## src/rtl/baro_pressure_compensation_defines.svh

```systemverilog
// ----------------------------------------------------------------------------
// Assertion macros for the barometric pressure compensation block
// Concurrent checks on clk; empty when SYNTHESIS is defined.
// ----------------------------------------------------------------------------
`ifndef BARO_PRESSURE_COMPENSATION_DEFINES_SVH
`define BARO_PRESSURE_COMPENSATION_DEFINES_SVH
`ifndef SYNTHESIS
// check that is switched off while rst is high
`define BPC_ASSERT(lbl, prop) \
  lbl: assert property (@(posedge clk) disable iff (rst) prop) \
    else $error("bpc check failed");
// check that also holds during reset
`define BPC_ASSERT_ALWAYS(lbl, prop) \
  lbl: assert property (@(posedge clk) prop) else $error("bpc check failed");
`else
`define BPC_ASSERT(lbl, prop)
`define BPC_ASSERT_ALWAYS(lbl, prop)
`endif
`endif

```

## src/rtl/bpc_pkg.sv

```systemverilog
// ----------------------------------------------------------------------------
// bpc_pkg
// Shared types and constants of the pressure compensation pipeline.
// ----------------------------------------------------------------------------
`timescale 1ns / 1ps

package bpc_pkg;

  // divider chain: one quotient bit per cell
  localparam int DIV_STEPS  = 64;
  localparam int REM_W      = 31;
  // 13 stages before the chain, 6 after it
  localparam int PIPE_DEPTH = 19 + DIV_STEPS;

  localparam logic signed [31:0] TFINE_OFFSET = 32'sd128000;
  localparam logic [20:0]        P_FULL_SCALE = 21'd1048576;
  localparam logic [63:0]        DIV_SCALE    = 64'd3125;
  localparam logic [63:0]        Y1_BIAS      = 64'h0000_8000_0000_0000;

  // status codes
  localparam logic [1:0] ST_OK       = 2'd0;
  localparam logic [1:0] ST_ZERO_DEN = 2'd1;
  localparam logic [1:0] ST_CLAMPED  = 2'd2;

  // register index
  typedef enum logic [1:0] {
    REG_TEMP_CALIB    = 2'd0,
    REG_PRESS_CALIB_A = 2'd1,
    REG_PRESS_CALIB_B = 2'd2,
    REG_PRESS_CALIB_C = 2'd3
  } bpc_reg_t;

  // per-item data that rides along the divider chain
  typedef struct packed {
    logic [31:0] tfine;
    logic        zero;
    logic        negq;
  } bpc_side_t;

  // state of one divider cell
  typedef struct packed {
    logic [REM_W-1:0] rem;
    logic [63:0]      dq;
    logic [REM_W-1:0] mb;
    bpc_side_t        side;
  } bpc_div_t;

endpackage

```

## src/rtl/bpc_div_cell.sv

```systemverilog
// ----------------------------------------------------------------------------
// bpc_div_cell
// One restoring division step: shifts in a dividend bit, emits a quotient bit.
// ----------------------------------------------------------------------------
`timescale 1ns / 1ps

module bpc_div_cell (
  input  logic            clk,
  input  logic            en,
  input  bpc_pkg::bpc_div_t din,
  output bpc_pkg::bpc_div_t dout
);
  import bpc_pkg::*;

  logic [REM_W:0] trial;
  logic [REM_W:0] diff;
  logic           ge;

  // partial remainder with the next dividend bit
  always_comb begin
    trial = {din.rem, din.dq[63]};
    diff  = trial - {1'b0, din.mb};
    ge    = (trial >= {1'b0, din.mb});
  end

  // dividend bits shift out the top, quotient bits shift in at the bottom
  always_ff @(posedge clk) begin
    if (en) begin
      dout.rem  <= ge ? diff[REM_W-1:0] : trial[REM_W-1:0];
      dout.dq   <= {din.dq[62:0], ge};
      dout.mb   <= din.mb;
      dout.side <= din.side;
    end
  end

endmodule

```

## config.mk

```make
export PLATFORM = sky130hd
export DESIGN_NAME = bpc_div_cell
export DESIGN_NICKNAME = d
export VERILOG_FILES = /design/src/rtl/baro_pressure_compensation_defines.svh /design/src/rtl/bpc_pkg.sv /design/src/rtl/bpc_div_cell.sv
export SDC_FILE = /design/constraint.sdc
export NUM_CORES = 1
export LEC_CHECK = 0
export ABC_AREA = 1
export BUFFER_PORTS_ARGS = -buffer_cell sky130_fd_sc_hd__buf_2
export CAP_MARGIN = 5
export CORE_MARGIN = 2
export CORE_UTILIZATION = 44
export DETAILED_ROUTE_END_ITERATION = 16
export PLACE_DENSITY = 0.77
export SYNTH_ARGS = -nofsm -noshare
export SYNTH_HDL_FRONTEND = slang
export SYNTH_SLANG_ARGS = --single-unit
```

## constraint.sdc

```tcl
create_clock -name clk -period 2.52 [get_ports clk]
set_clock_uncertainty 0.2 [all_clocks]
set_input_delay 0.504 -clock clk [delete_from_list [all_inputs] [get_ports clk]]
set_output_delay 0.504 -clock clk [all_outputs]
set_load 0.1 [all_outputs]
```

# After elaboration in Yosys (flattened, before gate mapping)
# Cells that the tools add are included.
[word_totals] output_inout_bits=160 input_bits=162 regBits=160
[op_classes] mux=1 n_lt_le_gt_ge=1 n_addsub=1
[ops] operator="greater-or-equal comparator 32 x 31 -> 1 bit" n=1
[ops] operator="2-to-1 mux 31 bit" n=1
[ops] operator="subtractor 31 bit" n=1

# Longest topological paths before layout
[logic_depth] depth_word=2 mapped_depth=17 depth_no_buf=15

# Least setup slack after synthesis
# OpenSTA, ideal clock, no wires.
[synth_timing] path_kind="input-to-reg" start="input din[128] (netlist bit)" end="register dout[135] (netlist bit), data pin" setup_time_ns=0.252 stages=17 arrival_time_ns=2.133 slack_ns=-0.066 path_buffers=2 cell_sequence="inv_1 -> ha_1 -> fa_1 -> inv_1 -> nand2_1 -> nand2_1 -> nand3_1 -> nand2_2 -> nand2_1 -> nand3_1 -> nand2_1 -> nand2_4 -> inv_2 -> buf_6 -> buf_6 -> nand2_1 -> nand2_1"
[synth_between] elab_chain_len=2
[synth_rtl] element="start, declared" line="bpc_div_cell.sv:10" source="input bpc_pkg::bpc_div_t din,"
[synth_rtl] element="subtractor 31 bit / greater-or-equal comparator 32 x 31 -> 1 bit (equally long branches)" line="bpc_div_cell.sv:22, bpc_div_cell.sv:23"
[synth_rtl] element="2-to-1 mux 31 bit *" line="bpc_div_cell.sv:29" source="dout.rem <= ge ? diff[REM_W-1:0] : trial[REM_W-1:0];"
[synth_rtl] element="end, declared" line="bpc_div_cell.sv:11" source="output bpc_pkg::bpc_div_t dout"
# Mark *: on every way between the ends. The rest lies on a longest branch, timed or not.
# A chain may end at the register's enable or synchronous reset.

# Worst setup path in the final report
[layout_timing] start="input din[41] (netlist bit)" end="register dout[156] (netlist bit), data pin"
# Same word-level chain as after synthesis.

==> flow_metrics.py <==
metrics = {
    "floorplan": {
        "number_of_placement_rows": 48,
        "floorplan.initialDensity_pct": 44.8,
        "design.die.area_sq_mm": 0.0186,
        "ios": 322,
        "placeableCoreArea_sq_mm": 0.0172,
        "die-height_microns": 136,
        "die_w_microns": 136,
    },
    "cts": {
        "cts_htree_levels": 4,
        "post_cts_resized": 0,
        "cts_made_buffers": 17,
        "clockBufferDepth": 2,
        "cts.root.buffer_cell": "clkbuf_16",
        "cts-hold-fix-buffers": 0,
        "clock-sinks": 160,
        "cts_setup_buffers": 0,
        "clock_transition_at_the_registers_of_the_reported_paths_ns": 0.08,
        "tritoncts_clock_tree": "yes",
    },
    "global_route": {
        "first_global_vias": 6591,
        "grt_max_degree": 35,
        "track_usage_pct": 24.9,
        "grt_first_pass_wirelength_mm": 34.1,
        "initial_antenna_violation_count": 7,
        "grt_remaining_overflow": 0,
    },
    "critical_path": {
        "critPathCaptureType": "flop",
        "worstSetupStartpointType": "input pin",
        "cp.required_ns": 2.51,
        "critPathCapture": "dout[156]",
        "critPathLaunch": "din[41]",
        "crit_type": "in2reg",
        "crit_fanout": 4,
        "arrival_ns": 2.19,
    },
    "sta": {
        "final_min_period_over_clock_period_pct": 87.2,
        "slew-limit-headroom_pct": 64.6,
        "setup_ws_ns": 0.323,
        "final-setup-viol-count": 0,
        "fmax_mhz": 455,
        "timing.hold.ws_ns": 0.0478,
        "rsz0062_at_grt": "false",
        "finalWorstPathRequiredPeriod_ns": 2.20,
        "finalHoldViolations": 0,
        "slew_violations": 0,
        "final.setup.tns_ns": 0,
        "tightestPinTransition_ns": 0.534,
    },
    "final_layout": {
        "largest_register_ffs": 160,
        "area.growth.synth_to_final_pct": 40.4,
        "drive_above_1_share_pct": 36.6,
        "finalNetCount": 1393,
        "biggest_registers_after_layout": "dout (160)",
        "register_with_the_most_flip_flops": "dout",
        "post-route-cell-area_sq_mm": 0.0108,
    },
    "detailed_routing": {
        "ant_nets": 0,
        "via_per_inst": 4.62,
        "routed_wl_mm": 23.3,
        "detailedRoute.firstIterationViolations": 339,
        "via_count": 6664,
        "drt-pass1-iter-count": 4,
        "drcViolationCount": 0,
        "avgRoutedWirePerCell_microns": 16.1,
    },
    "power_and_ir_drop": {
        "powerDensity_mw_per_mm2": 823,
        "power.internal_w": 0.00517,
        "net_sw_power_w": 0.00375,
        "p_leak_nw": 5.61,
        "p_comb_share_pct": 34.7,
        "p_sw_share_pct": 42.0,
        "clockPowerShare_pct": 28.5,
        "vdd_drop_max_mv": 0.478,
        "seqPwrFrac_pct": 36.8,
    },
    "placement": {
        "gp_congestion": 0.911,
        "detailed_place_hpwl_mm": 19.1,
        "placed_cell_area_sq_mm": 0.0102,
        "numPortBuffers": 321,
        "pre_cts_slack_ns": -0.103,
    },
    "synth": {
        "yosysSeqAreaShare_pct": 62.3,
        "number_of_instances_in_the_synthesized_netlist": 789,
        "mappedNetlistArea_sq_mm": 0.00772,
        "number_of_warnings_reported_in_the_yosys_synthesis_log": 0,
        "synth.net_count": 983,
        "syn-mean-instance-area_sq_um": 9.78,
        "synth.ff_latch_count": 160,
        "synth.lib_cells_used.distinct": 27,
    },
    "outcome": {
        "run_status": "finished clean",
    },
    "worst_hold_path": {
        "hp-start": "din[124]",
        "hold_path.class": "in2reg",
    },
    "flow_run": {
        "max_cap_viol_count": 0,
    },
}
[how the worst min path moves through the flow]
stage,endpoint,slack [ns],cells past startpoint
6_report,dout[125],0.05,1
3_3_place_gp,dout[19],0.48,1
3_5_place_dp,dout[23],0.48,1
2_1_floorplan,dout[0],0.40,0
4_1_cts,dout[99],0.03,1
5_1_grt,dout[121],0.03,1
[layer usage]
layer / global-route usage [%] / part of all wire (%)
met1: 27.5 / 39
met2: 45.5 / 52
met3: 6.49 / 6.7
met4: 9.43 / 2.3
met5: 0 / 0.13
[power groups by stage]
stage          clock network [W]  registers [W]  logic (W)
2_1_floorplan                  0        0.00513   0.000539
3_3_place_gp                   0        0.00333    0.00307
3_5_place_dp                   0        0.00334    0.00310
4_1_cts                  0.00258        0.00328    0.00311
5_1_grt                  0.00268        0.00330    0.00325
6_report                 0.00254        0.00328    0.00310
[stage by stage]
step | power [W] | cells | utilization [%]
floorplan | 0.00567 | 789 | -
global placement | 0.00640 | 1405 | 59.4
detailed placement | 0.00644 | 1405 | 59.4
CTS | 0.00898 | 1437 | 62.8
global route | 0.00923 | 1442 | 62.8
finish | 0.00892 | 1443 | 62.9
[cells in the mapped netlist, drive strengths merged]
library cell  instances  area share (%)
or2                   3            0.24
xor2                 13             1.5
nand3                43             2.8
xnor2                 1            0.11
and3                  1           0.081
o21bai                3            0.29
a21oi                17             1.2
nor2                 42             2.3
fa                    1            0.26
nand4                 7            0.57
ha                   31             5.0
inv                 155             7.5
nor3                  4            0.26
nand2               295              15
o21ai                 3            0.19
edfxtp              160              62
buf                   6            0.55
nand3b                3            0.29
and2                  1           0.081
[placed cells by master (no fill, tap or decap), drive strengths merged]
cell type,count
clkbuf,17
xor2,13
diode,6
and2,1
o21bai,3
inv,164
fa,1
nor3,4
and3,1
nand3,43
nor2,42
edfxtp,160
nand3b,3
buf,397
ha,31
nand4,7
a21oi,17
clkinv,5
o21ai,3
nand2,295
or2,3
xnor2,1
clkinvlp,1
[worst max-delay path, stage by stage]
cell and delay (ns):
buf_2 0.09, inv_1 0.04, ha_1 0.33, buf_4 0.13
nand2_1 0.10, nor2_1 0.25, nand3_1 0.11, nand3_1 0.24
nand2_1 0.13, nand2_1 0.09, nand2_1 0.05, nand3_1 0.07
nand2_1 0.06
[layout make-up]
type / count / area (sq um)
clock inverter: 15 / 163
fill: 1500 / 6400
sequential: 160 / 4800
timing repair buffer: 397 / 2270
multi-input combinational: 468 / 2290
tap: 225 / 282
inverter: 155 / 582
antenna: 6 / 15.0
clock buffer: 17 / 425
[cells by family after synthesis]
kind of cell | after synthesis | synth area share [%]
and+or+nand+nor | 399 | 21.1
buffers and inverters | 161 | 8.09
DFF | 160 | 62.3
adders and majority gates | 32 | 5.29
AOI/OAI and AO/OA | 23 | 1.64
xor gates and xnor gates | 14 | 1.59
No activity file was read; power rests on OpenSTA's default activity.
